File: config.mk
export PLATFORM = sky130hd
export DESIGN_NAME = soft_compare_tick_timekeeper_unit
export DESIGN_NICKNAME = d
export VERILOG_FILES = /design/src/hw/rtl/sctk_pkg.sv /design/src/hw/rtl/sctk_divider.sv /design/src/hw/rtl/soft_compare_tick_timekeeper_unit.sv
export SDC_FILE = /design/constraint.sdc
export NUM_CORES = 2
export LEC_CHECK = 0
export ABC_AREA = 1
export BUFFER_PORTS_ARGS = -buffer_cell sky130_fd_sc_hd__buf_2
export CAP_MARGIN = 10
export CORE_UTILIZATION = 33
export DETAILED_ROUTE_END_ITERATION = 16
export GPL_ROUTABILITY_DRIVEN = 0
export GPL_TIMING_DRIVEN = 1
export HOLD_SLACK_MARGIN = 0.06
export PLACE_DENSITY = 0.59
export SETUP_SLACK_MARGIN = 0.1
export SLEW_MARGIN = 20
export SYNTH_ARGS = -nofsm -noshare
export SYNTH_HDL_FRONTEND = slang
export SYNTH_SLANG_ARGS = --single-unit
File: constraint.sdc
create_clock -name clk -period 7.7 [get_ports clk]
set_input_delay 1.155 -clock clk [delete_from_list [all_inputs] [get_ports clk]]
set_output_delay 1.155 -clock clk [all_outputs]
set_load 0.005 [all_outputs]
File: src/hw/rtl/sctk_pkg.sv
// Shared constants and codes for the soft compare tick timekeeper.
`timescale 1ns / 1ps
`default_nettype none
package sctk_pkg;

    localparam int COUNTER_WIDTH_DEF = 32;
    localparam int DIVISOR_WIDTH     = 32;
    localparam int SEC_WIDTH         = 32;
    localparam int USEC_WIDTH        = 20;
    localparam int MODE_WIDTH        = 2;
    localparam int CFG_ADDR_WIDTH    = 2;
    localparam int CFG_DATA_WIDTH    = 32;
    localparam int IN_DATA_WIDTH     = 88;
    localparam int OUT_DATA_WIDTH    = 88;

    localparam logic [USEC_WIDTH-1:0]    USEC_PER_SEC        = 20'd1000000;
    localparam logic [DIVISOR_WIDTH-1:0] TICK_PERIOD_RST     = 32'd1000000;
    localparam logic [DIVISOR_WIDTH-1:0] CYCLES_PER_USEC_RST = 32'd100;

    localparam logic [MODE_WIDTH-1:0] MODE_START = 2'd0;
    localparam logic [MODE_WIDTH-1:0] MODE_POLL  = 2'd1;
    localparam logic [MODE_WIDTH-1:0] MODE_READ  = 2'd2;

    localparam logic [CFG_ADDR_WIDTH-1:0] REG_TICK_PERIOD     = 2'd0;
    localparam logic [CFG_ADDR_WIDTH-1:0] REG_CYCLES_PER_USEC = 2'd1;
    localparam logic [CFG_ADDR_WIDTH-1:0] REG_CLOCK_ENABLE    = 2'd2;

endpackage
`default_nettype wire

File: src/hw/rtl/sctk_divider.sv
// Restoring serial divider, one quotient bit per cycle.
`timescale 1ns / 1ps
`default_nettype none
module sctk_divider #(
    parameter int DIVIDEND_WIDTH = 33
) (
    input  wire                                  clk,
    input  wire                                  rst_n,
    input  wire                                  start,
    input  wire  [DIVIDEND_WIDTH-1:0]            dividend,
    input  wire  [sctk_pkg::DIVISOR_WIDTH-1:0]   divisor,
    output logic                                 done,
    output logic [DIVIDEND_WIDTH-1:0]            quotient,
    output logic [sctk_pkg::DIVISOR_WIDTH-1:0]   remainder
);
    import sctk_pkg::*;

    localparam int CNT_W = $clog2(DIVIDEND_WIDTH + 1);

    logic [DIVIDEND_WIDTH-1:0] quo_reg;
    logic [DIVISOR_WIDTH-1:0]  rem_reg;
    logic [DIVISOR_WIDTH-1:0]  dvs_reg;
    logic [CNT_W-1:0]          cnt_reg;
    logic                      busy_reg;
    logic                      done_reg;

    logic [DIVISOR_WIDTH:0]    trial;
    logic                      fits;
    logic [DIVISOR_WIDTH:0]    diff;

    assign trial = {rem_reg, quo_reg[DIVIDEND_WIDTH-1]};
    assign fits  = trial >= {1'b0, dvs_reg};
    assign diff  = trial - {1'b0, dvs_reg};

    always_ff @(posedge clk or negedge rst_n)
    begin
        if (!rst_n)
        begin
            busy_reg <= 1'b0;
            done_reg <= 1'b0;
            cnt_reg  <= '0;
        end
        else if (start)
        begin
            busy_reg <= 1'b1;
            done_reg <= 1'b0;
            cnt_reg  <= CNT_W'(DIVIDEND_WIDTH);
        end
        else if (busy_reg)
        begin
            cnt_reg  <= cnt_reg - CNT_W'(1);
            busy_reg <= (cnt_reg != CNT_W'(1));
            done_reg <= (cnt_reg == CNT_W'(1));
        end
        else
        begin
            done_reg <= 1'b0;
        end
    end

    always_ff @(posedge clk)
    begin
        if (start)
        begin
            quo_reg <= dividend;
            rem_reg <= '0;
            dvs_reg <= divisor;
        end
        else if (busy_reg)
        begin
            // shift the next dividend bit in, subtract when it fits
            quo_reg <= {quo_reg[DIVIDEND_WIDTH-2:0], fits};
            rem_reg <= fits ? diff[DIVISOR_WIDTH-1:0] : trial[DIVISOR_WIDTH-1:0];
        end
    end

    assign done      = done_reg;
    assign quotient  = quo_reg;
    assign remainder = rem_reg;

endmodule
`default_nettype wire

File: src/hw/rtl/soft_compare_tick_timekeeper_unit.sv
// Polled tick timer with microsecond interpolation, top level.
//
// Each beat on the input stream is a start, poll or read command selected by s_tuser.
// One serial divider (one quotient bit per cycle, DW = max(COUNTER_WIDTH, 20) + 1 quotient
// bits) does the division; the seconds carry of a read is found by a registered reciprocal
// multiply. A start, an unknown command and a poll that counts nothing go from S_PREP
// straight to S_FIN. A counting poll waits on the divider in S_DIV1 first. A read runs
// S_DIV1, S_SUM and S_BUMP, with S_NORM between the last two when the microseconds carry
// into the seconds; a read whose sample is behind the last tick skips the divider.
// One command is worked on at a time; the result register lets the next command be taken
// while a finished result waits on the output.
`timescale 1ns / 1ps
`default_nettype none
module soft_compare_tick_timekeeper_unit #(
    parameter int COUNTER_WIDTH = sctk_pkg::COUNTER_WIDTH_DEF
) (
    input  wire                                    clk,
    input  wire                                    rst_n,
    input  wire                                    s_tvalid,
    output logic                                   s_tready,
    // counter_sample[31:0], base_sec[63:32], base_usec[83:64], zero fill
    input  wire  [sctk_pkg::IN_DATA_WIDTH-1:0]     s_tdata,
    // mode[1:0]
    input  wire  [sctk_pkg::MODE_WIDTH-1:0]        s_tuser,
    output logic                                   m_tvalid,
    input  wire                                    m_tready,
    // ticks_elapsed[31:0], time_sec[63:32], time_usec[83:64], zero fill
    output logic [sctk_pkg::OUT_DATA_WIDTH-1:0]    m_tdata,
    // counter_behind[0]
    output logic                                   m_tuser,
    input  wire                                    cfg_we,
    input  wire  [sctk_pkg::CFG_ADDR_WIDTH-1:0]    cfg_addr,
    input  wire  [sctk_pkg::CFG_DATA_WIDTH-1:0]    cfg_wdata
);
    import sctk_pkg::*;

    localparam int CW = COUNTER_WIDTH;
    localparam int DW = ((CW > USEC_WIDTH) ? CW : USEC_WIDTH) + 1;
    localparam int WW = ((CW > DIVISOR_WIDTH) ? CW : DIVISOR_WIDTH) + 1;
    localparam int TW = ((DW > SEC_WIDTH) ? DW : SEC_WIDTH) + 1;

    // x / 1000000 = (x >> 6) / 15625, exact for x below 2^34 with this reciprocal
    localparam int          NX_W       = 34;
    localparam int          NP_W       = 57;
    localparam int          NQ_W       = 15;
    localparam logic [28:0] USEC_RECIP = 29'd281474977;

    localparam logic [2:0] S_IDLE = 3'd0;
    localparam logic [2:0] S_PREP = 3'd1;
    localparam logic [2:0] S_DIV1 = 3'd2;
    localparam logic [2:0] S_SUM  = 3'd3;
    localparam logic [2:0] S_NORM = 3'd4;
    localparam logic [2:0] S_BUMP = 3'd5;
    localparam logic [2:0] S_FIN  = 3'd6;

    logic [DIVISOR_WIDTH-1:0] tick_period_reg;
    logic [DIVISOR_WIDTH-1:0] cycles_per_usec_reg;
    logic                     clock_enable_reg;

    logic [CW-1:0]            next_compare_reg;
    logic [SEC_WIDTH-1:0]     last_sec_reg;
    logic [USEC_WIDTH-1:0]    last_usec_reg;

    logic [2:0]               state_reg;
    logic [MODE_WIDTH-1:0]    mode_reg;
    logic [CW-1:0]            sample_reg;
    logic [CW-1:0]            base_reg;
    logic [DW-1:0]            usec_acc_reg;
    logic [SEC_WIDTH-1:0]     sec_acc_reg;
    logic [SEC_WIDTH-1:0]     ticks_reg;
    logic                     behind_reg;
    logic [NP_W-1:0]          norm_prod_reg;

    logic                     out_valid_reg;
    logic [SEC_WIDTH-1:0]     out_ticks_reg;
    logic [SEC_WIDTH-1:0]     out_sec_reg;
    logic [USEC_WIDTH-1:0]    out_usec_reg;
    logic                     out_behind_reg;

    logic [DIVISOR_WIDTH-1:0] per_eff;
    logic [DIVISOR_WIDTH-1:0] rate_eff;
    logic [WW-1:0]            per_w;
    logic [WW-1:0]            in_sample_w;
    logic [WW-1:0]            start_w;
    logic [CW-1:0]            diff;
    logic                     accept;
    logic                     out_free;
    logic                     out_load;

    logic                     div_start;
    logic [DW-1:0]            div_dividend;
    logic [DIVISOR_WIDTH-1:0] div_divisor;
    logic                     div_done;
    logic [DW-1:0]            div_quo;
    logic [DIVISOR_WIDTH-1:0] div_rem;

    logic [TW-1:0]            quo_t;
    logic [TW-1:0]            ticks_t;
    logic [WW-1:0]            nc_poll_w;
    logic [WW-1:0]            nc_start_w;
    logic [USEC_WIDTH:0]      usec_inc;
    logic                     bump;
    logic                     need_norm;
    logic [NX_W-1:0]          norm_x;
    logic [NQ_W-1:0]          norm_quo;
    logic [NX_W-1:0]          norm_rem;

    assign per_eff     = (tick_period_reg == '0) ? DIVISOR_WIDTH'(1) : tick_period_reg;
    assign rate_eff    = (cycles_per_usec_reg == '0) ? DIVISOR_WIDTH'(1) : cycles_per_usec_reg;
    assign per_w       = WW'(per_eff);
    assign in_sample_w = WW'(s_tdata[31:0]);
    assign start_w     = WW'(next_compare_reg) - per_w;
    assign diff        = sample_reg - base_reg;
    assign accept      = s_tvalid && s_tready;
    assign out_free    = !out_valid_reg || m_tready;
    assign out_load    = (state_reg == S_FIN) && out_free;
    assign s_tready    = (state_reg == S_IDLE);

    assign quo_t      = TW'(div_quo);
    assign ticks_t    = quo_t + TW'(1);
    assign nc_poll_w  = WW'(sample_reg) - WW'(div_rem) + per_w;
    assign nc_start_w = WW'(sample_reg) + per_w;
    assign usec_inc   = {1'b0, last_usec_reg} + (USEC_WIDTH+1)'(1);
    assign bump       = (sec_acc_reg == last_sec_reg) &&
                        (usec_acc_reg[USEC_WIDTH-1:0] <= last_usec_reg);

    assign need_norm = (usec_acc_reg >= DW'(USEC_PER_SEC));
    assign norm_x    = NX_W'(usec_acc_reg);
    assign norm_quo  = norm_prod_reg[NP_W-1:NP_W-NQ_W];
    assign norm_rem  = norm_x - (NX_W'(norm_quo) * NX_W'(USEC_PER_SEC));

    // feed the shared divider with the elapsed count
    always_comb
    begin
        div_start    = 1'b0;
        div_dividend = DW'(diff);
        div_divisor  = per_eff;
        unique case (state_reg)
            S_PREP:
            begin
                if (mode_reg == MODE_POLL)
                begin
                    div_start = clock_enable_reg && (diff != '0) && !diff[CW-1];
                end
                else if (mode_reg == MODE_READ)
                begin
                    div_start   = !diff[CW-1];
                    div_divisor = rate_eff;
                end
            end
            default:
            begin
                div_start = 1'b0;
            end
        endcase
    end

    sctk_divider #(
        .DIVIDEND_WIDTH (DW)
    ) u_div (
        .clk       (clk),
        .rst_n     (rst_n),
        .start     (div_start),
        .dividend  (div_dividend),
        .divisor   (div_divisor),
        .done      (div_done),
        .quotient  (div_quo),
        .remainder (div_rem)
    );

    always_ff @(posedge clk or negedge rst_n)
    begin
        if (!rst_n)
        begin
            tick_period_reg     <= TICK_PERIOD_RST;
            cycles_per_usec_reg <= CYCLES_PER_USEC_RST;
            clock_enable_reg    <= 1'b0;
        end
        else if (cfg_we)
        begin
            unique case (cfg_addr)
                REG_TICK_PERIOD:     tick_period_reg     <= cfg_wdata;
                REG_CYCLES_PER_USEC: cycles_per_usec_reg <= cfg_wdata;
                REG_CLOCK_ENABLE:    clock_enable_reg    <= cfg_wdata[0];
                default:             clock_enable_reg    <= clock_enable_reg;
            endcase
        end
    end

    // sequencer and timekeeping state
    always_ff @(posedge clk or negedge rst_n)
    begin
        if (!rst_n)
        begin
            state_reg        <= S_IDLE;
            next_compare_reg <= '0;
            last_sec_reg     <= '0;
            last_usec_reg    <= '0;
            out_valid_reg    <= 1'b0;
        end
        else
        begin
            if (out_load)
            begin
                out_valid_reg <= 1'b1;
            end
            else if (m_tready)
            begin
                out_valid_reg <= 1'b0;
            end
            unique case (state_reg)
                S_IDLE:
                begin
                    if (accept)
                    begin
                        state_reg <= S_PREP;
                    end
                end
                S_PREP:
                begin
                    if (mode_reg == MODE_START)
                    begin
                        next_compare_reg <= nc_start_w[CW-1:0];
                    end
                    if (div_start)
                    begin
                        state_reg <= S_DIV1;
                    end
                    else if (mode_reg == MODE_READ)
                    begin
                        state_reg <= S_SUM;
                    end
                    else
                    begin
                        state_reg <= S_FIN;
                    end
                end
                S_DIV1:
                begin
                    if (div_done)
                    begin
                        if (mode_reg == MODE_POLL)
                        begin
                            next_compare_reg <= nc_poll_w[CW-1:0];
                            state_reg        <= S_FIN;
                        end
                        else
                        begin
                            state_reg <= S_SUM;
                        end
                    end
                end
                S_SUM:
                begin
                    state_reg <= need_norm ? S_NORM : S_BUMP;
                end
                S_NORM:
                begin
                    state_reg <= S_BUMP;
                end
                S_BUMP:
                begin
                    if (bump)
                    begin
                        if (usec_inc == {1'b0, USEC_PER_SEC})
                        begin
                            last_sec_reg  <= sec_acc_reg + SEC_WIDTH'(1);
                            last_usec_reg <= '0;
                        end
                        else
                        begin
                            last_usec_reg <= usec_inc[USEC_WIDTH-1:0];
                        end
                    end
                    else
                    begin
                        last_sec_reg  <= sec_acc_reg;
                        last_usec_reg <= usec_acc_reg[USEC_WIDTH-1:0];
                    end
                    state_reg <= S_FIN;
                end
                S_FIN:
                begin
                    // hold until the result register is free
                    if (out_free)
                    begin
                        state_reg <= S_IDLE;
                    end
                end
                default:
                begin
                    state_reg <= S_IDLE;
                end
            endcase
        end
    end

    // working payload
    always_ff @(posedge clk)
    begin
        unique case (state_reg)
            S_IDLE:
            begin
                if (accept)
                begin
                    mode_reg     <= s_tuser;
                    sample_reg   <= in_sample_w[CW-1:0];
                    base_reg     <= (s_tuser == MODE_READ) ? start_w[CW-1:0] : next_compare_reg;
                    sec_acc_reg  <= (s_tuser == MODE_READ) ? s_tdata[63:32] : '0;
                    usec_acc_reg <= (s_tuser == MODE_READ) ? DW'(s_tdata[83:64]) : '0;
                    ticks_reg    <= '0;
                    behind_reg   <= 1'b0;
                end
            end
            S_PREP:
            begin
                if (mode_reg == MODE_READ)
                begin
                    behind_reg <= diff[CW-1];
                end
            end
            S_DIV1:
            begin
                if (div_done)
                begin
                    if (mode_reg == MODE_POLL)
                    begin
                        // saturate the reported count, the compare point takes the full one
                        ticks_reg <= (|ticks_t[TW-1:SEC_WIDTH]) ? '1 : ticks_t[SEC_WIDTH-1:0];
                    end
                    else
                    begin
                        usec_acc_reg <= usec_acc_reg + div_quo;
                    end
                end
            end
            S_SUM:
            begin
                norm_prod_reg <= NP_W'(norm_x[NX_W-1:6]) * NP_W'(USEC_RECIP);
            end
            S_NORM:
            begin
                // carry whole seconds, keep the leftover microseconds
                sec_acc_reg  <= sec_acc_reg + SEC_WIDTH'(norm_quo);
                usec_acc_reg <= DW'(norm_rem);
            end
            S_BUMP:
            begin
                if (bump)
                begin
                    if (usec_inc == {1'b0, USEC_PER_SEC})
                    begin
                        sec_acc_reg  <= sec_acc_reg + SEC_WIDTH'(1);
                        usec_acc_reg <= '0;
                    end
                    else
                    begin
                        usec_acc_reg <= DW'(usec_inc);
                    end
                end
            end
            S_FIN:
            begin
                if (out_free)
                begin
                    out_ticks_reg  <= ticks_reg;
                    out_sec_reg    <= sec_acc_reg;
                    out_usec_reg   <= usec_acc_reg[USEC_WIDTH-1:0];
                    out_behind_reg <= behind_reg;
                end
            end
            default:
            begin
                behind_reg <= behind_reg;
            end
        endcase
    end

    assign m_tvalid = out_valid_reg;
    assign m_tdata  = OUT_DATA_WIDTH'({out_usec_reg, out_sec_reg, out_ticks_reg});
    assign m_tuser  = out_behind_reg;

endmodule
`default_nettype wire
==> After elaboration in Yosys (flattened, before gate mapping) <==
Cells that the tools add are included.
{ "word_totals": {"reg_bits": 564, "input_bits": 129, "output_inout_bits": 91, "elab_cells": 159} }
{ "op_classes": {"n_addsub": 13, "n_mul": 2, "magnitude_cmp": 3, "n_eq_ne": 25, "mux": 55, "reduce_logical": 34} }
{ "ops": {"columns": ["cell", "n"], "rows": [
  ["two-way mux 32 bit", 21],
  ["two-way mux 33 bit", 4],
  ["case mux 33 bit (4 select lines)", 1],
  ["case mux 32 bit (2 select lines)", 2],
  ["subtractor 32 bit", 4],
  ["case mux 32 bit (3 select lines)", 1],
  ["adder 32 bit", 2],
  ["zero test 32 bit", 2],
  ["two-way mux 20 bit", 3],
  ["multiplier 27 x 29 -> 56 bit, second input constant", 1],
  ["adder 33 x 1 -> 34 bit, second input constant", 1],
  ["adder 33 bit", 1],
  [">= comparator 33 x 20 -> 1 bit, second input constant", 1],
  [">= comparator 33 x 32 -> 1 bit", 1],
  ["subtractor 33 bit", 1],
  ["adder 32 x 1 -> 32 bit, second input constant", 1],
  ["adder 32 x 15 -> 32 bit", 1],
  ["equality test 32 bit", 1],
  ["nonzero test 32 bit", 1],
  ["multiplier 15 x 14 -> 27 bit, second input constant", 1],
  ["adder 20 x 1 -> 21 bit, second input constant", 1],
  ["equality test 21 x 20 -> 1 bit, second input constant", 1],
  ["two-way mux 21 bit", 1],
  ["case mux 3 bit (7 select lines)", 1],
  ["other kinds (28)", 77]
]} }

==> Depth between registers and ports, before layout <==
{ "depth": {"ltp_word": 8, "ltp_mapped": 28} }

==> By module <==
A second synthesis with hierarchy kept.
{ "hier_totals": {"hier_cells": 6933, "area_unflattened_um2": 53816.6} }
{ "modules_own_cells": {"columns": ["mod", "n_inst", "cells_each", "area_per_inst_um2", "seq_area_each_um2"], "rows": [
  ["soft_compare_tick_timekeeper_unit", 1, 5938, 46900.0, 11738.8],
  ["sctk_divider", 1, 995, 6916.6, 2792.7]
]} }

==> Worst setup path before layout <==
No wires, ideal clock.
{ "synth_path": {"path_type": "reg-to-reg", "from": "register norm_prod_reg[42]", "to": "register usec_acc_reg[32], data pin", "setup_ps": 263, "arrival_time_ps": 6090, "slack_ps": 1347, "stages_incl_launch_ff": 26, "period_less_slack_ps": 6353, "path_cell_list": "edfxtp_1 fa_1 fa_1 fa_1 fa_1 ha_1 fa_1 ha_1 nand2_1 nor2_1 inv_1 o21ai_0 a21boi_0 o21ai_0 a21boi_0 o21ai_0 a21oi_1 xor2_1 ha_1 nand2_1 nor2_1 nand4_1 o211ai_1 a21oi_1 o21ai_0 o21ai_0"} }
{ "synth_via": {"elab_chain_len": 3} }
{ "synth_lines": {"columns": ["element", "line_no", "rtl"], "rows": [
  ["from (decl)", "soft_compare_tick_timekeeper_unit.sv:72", "logic [NP_W-1:0] norm_prod_reg;"],
  ["from (signal assigned)", "soft_compare_tick_timekeeper_unit.sv:339", "norm_prod_reg <= NP_W'(norm_x[NX_W-1:6]) * NP_W'(USEC_RECIP);"],
  ["multiplier 15 x 14 -> 27 bit", "soft_compare_tick_timekeeper_unit.sv:130", "assign norm_rem = norm_x - (NX_W'(norm_quo) * NX_W'(USEC_PER_SEC));"],
  ["subtractor 33 bit", "soft_compare_tick_timekeeper_unit.sv:130", null],
  ["case mux 33 bit (4 select lines)", "soft_compare_tick_timekeeper_unit.sv:301", "unique case (state_reg)"],
  ["to (signal assigned)", "soft_compare_tick_timekeeper_unit.sv:310", "usec_acc_reg <= (s_tuser == MODE_READ) ? DW'(s_tdata[83:64]) : '0;"],
  ["to (signal assigned)", "soft_compare_tick_timekeeper_unit.sv:333", "usec_acc_reg <= usec_acc_reg + div_quo;"],
  ["to (signal assigned)", "soft_compare_tick_timekeeper_unit.sv:345", "usec_acc_reg <= DW'(norm_rem);"],
  ["to (decl)", "soft_compare_tick_timekeeper_unit.sv:68", "logic [DW-1:0] usec_acc_reg;"]
]} }
No other way between the ends.
A chain may end at the register's enable or synchronous reset.

==> Worst setup path after layout <==
{ "layout_path": {"from": "register norm_prod_reg[44]", "to": "register usec_acc_reg[30], data pin"} }
The elaborated chain is that of the path after synthesis.

==> metrics.csv <==
metric;value;unit
setup TNS;0;ns
synthesized netlist cell count;6570;
Max transition margin;0.327;
top post-synthesis cells by area;edfxtp_1 19%, ha_1 15%, fa_1 13%;
synth warn;0;
post-CTS resize count;0;
status;finished, final reports clean;
Worst Max-Slew Pin Slew;1.01;ns
Area growth syn-to-layout;10.6;%
vias in the first global route;42900;
Final ANT Viol Nets;0;
total number of vias;45700;
Largest stage delay, worst path;0.58;ns
Initial Utilization;0.334;
synthesized area per cell;7.99;um^2
layout cells sized above 1;0.0708;
Crit Path Category;reg2reg;
HPWL after DPL;141000;um
Final min period;7.08;ns
Final nets;7845;
Clock Tree Buf Depth;3;
Critical Path Start Type;register;
Filler Cell Count;16300;
Die Y;401;um
Synth cell types;68;
Post-Syn Area;52500;um^2
clock root cell;clkbuf_16;
antenna cell count;0;
register area share after synthesis;0.277;
XOR/XNOR Fraction of Synth Area;0.0332;
io pins;220;
Clock Sinks;521;
Critical Path AT;7.53;ns
Worst Setup End Kind;register;
type of the worst min-delay path;reg2reg;
drt total wl;173000;um
CTS tree;yes;
core box area;157000;um^2
Crit path required time;8.14;ns
synthesized-area fraction occupied by and/or/nand/nor cells;0.196;
Synth Area in Compound Gates;0.121;
clk_lat worst skew;0.71;ns
placed cells;8751;
H-tree depth reported by CTS;2;
GRT overflow;0;
Post-synth top flop;edfxtp_1;
DRT iter0 DRCs;4046;
unrepaired setup endpoints after global routing;no;
Non-Filler Instances;8866;
Adder-Cell Fraction of Synth Area;0.276;
die width;401;um
post-synth top area share;0.187;
endpoints failing setup;0;
port buffer count;211;
Max-Cap Viols;0;
Max Clk Rate;141;MHz
initial antenna violation count;6;
DIE AREA;161000;um^2
largest family of logic cells by synthesized area;adder cells;
Inserted Clock Buffers;60;
Final period util;0.920;
FFs w/ async S/R, synth;0.309;
CP Cell Sequence;fa_1, fa_1, fa_1, fa_1, ha_1, fa_1, ha_1, a21oi_1, inv_1, a31oi_1, o21ai_0, a21boi_1, o21ai_0, a21boi_0, o21ai_0, xnor2_1, ha_1, nand2_1, nor4_1, nand3_1, nand3_1, a21oi_1, o21ai_0, o21ai_0;
Slowest-stage cell, CP;fa_1;
WL/cell;19.5;um
drt drc;0;
row count;145;
via-per-instance ratio;5.15;
register bit total from synthesis;521;
drt first pass iters;7;
max-slew violations;0;
cell taking the most area after synthesis;edfxtp_1;
clock-pin slew on the worst setup and hold paths;0.07;ns
Buf/Inv on CP;1;
Hold Violations, Final;0;
largest net degree at the start of global routing;96;
Top Family by Delay on Critical Path;adder cells;
Post-CTS Setup Bufs;0;
EDFF count, synth;327;
multiplexer share of the synthesized area;0;
hold_buf cts;0;
gr usage total;0.210;
first-pass GRT wire length;260000;um
crit path max fanout;6;
Clock Skew;0.0545;ns
==> per-layer routing <==
| metal | GRT usage | part of all wire |
|---|---|---|
| met1 | 0.299 | 0.45 |
| met2 | 0.326 | 0.44 |
| met3 | 0.0351 | 0.085 |
| met4 | 0.0593 | 0.030 |
| met5 | 0 | 0.00016 |
==> through the flow <==
| stage | hold WS (ns) | instance area [um^2] | utilization | worst slack, ns |
|---|---|---|---|---|
| after floorplan | 0.400 | 52500 | - | 1.35 |
| after global placement | 0.405 | 56000 | 0.356 | 0.687 |
| after detailed placement | 0.407 | 56000 | 0.356 | 0.643 |
| after CTS | 0.400 | 58000 | 0.369 | 0.614 |
| after global routing | 0.391 | 58000 | 0.369 | 0.184 |
| final | 0.378 | 58000 | 0.369 | 0.617 |
==> cell usage after synthesis (61+ instances only) <==
library cell,n
nand4_1,73
nor4_1,61
nand2_1,1441
xor2_1,146
nand3_1,266
a21oi_1,427
o21ai_0,443
inv_1,1156
fa_1,333
nor3_1,67
nor2_1,401
ha_1,626
a31oi_1,69
edfxtp_1,327
clkbuf_1,116
dfrtp_1,151
==> logic make-up after synthesis <==
kind of cell               after synthesis
and+or+nand+nor                       2428
buffers and inverters                 1313
AOI/OAI and AO/OA                     1149
adders and majority gates              959
DFF                                    521
xor gates and xnor gates               199
other                                    1
==> cell usage in the layout, fill, tap and decap left out, types with 65 or more instances in the layout <==
master       n
a21oi_1    426
a31oi_1     68
buf_2      210
dfrtp_1    151
edfxtp_1   327
fa_1       333
ha_1       626
inv_1     1155
nand2_1   1439
nand3_1    266
nand4_1     73
nor2_1     394
nor3_1      65
o21ai_0    441
xor2_1     146
==> cell type report <==
cell class | count | area [um^2] | area share
clock buffers | 76 | 1610 | 0.0278
clock inverters | 37 | 409 | 0.00705
inverters | 1166 | 4380 | 0.0755
multi-input cells | 4739 | 33000 | 0.569
flip-flops and latches | 521 | 14500 | 0.250
well taps | 2058 | 2570 | 0.0444
repair buffers | 269 | 1540 | 0.0265
==> final timing paths <==
kind	slack, ns	startpoint	end	cells past startpoint
worst max-delay path	0.62	norm_prod_reg[44]$_DFFE_PP_	usec_acc_reg[30]$_DFFE_PP_	24
worst min-delay path	0.38	ticks_reg[1]$_SDFFCE_PN0P_	out_ticks_reg[1]$_DFFE_PP_	0
worst max register to register	0.62	norm_prod_reg[44]$_DFFE_PP_	usec_acc_reg[30]$_DFFE_PP_	24
worst min register to register	0.38	ticks_reg[1]$_SDFFCE_PN0P_	out_ticks_reg[1]$_DFFE_PP_	0
max in group asynchronous	5.79	rst_n	last_sec_reg[26]$_DFFE_PN0P_	3
min in group asynchronous	0.56	rst_n	cycles_per_usec_reg[14]$_DFFE_PN0P_	1
Power is left out: the tool's default activity adds up to more than one toggle a clock period on the data nets, which glitch-free logic cannot reach.
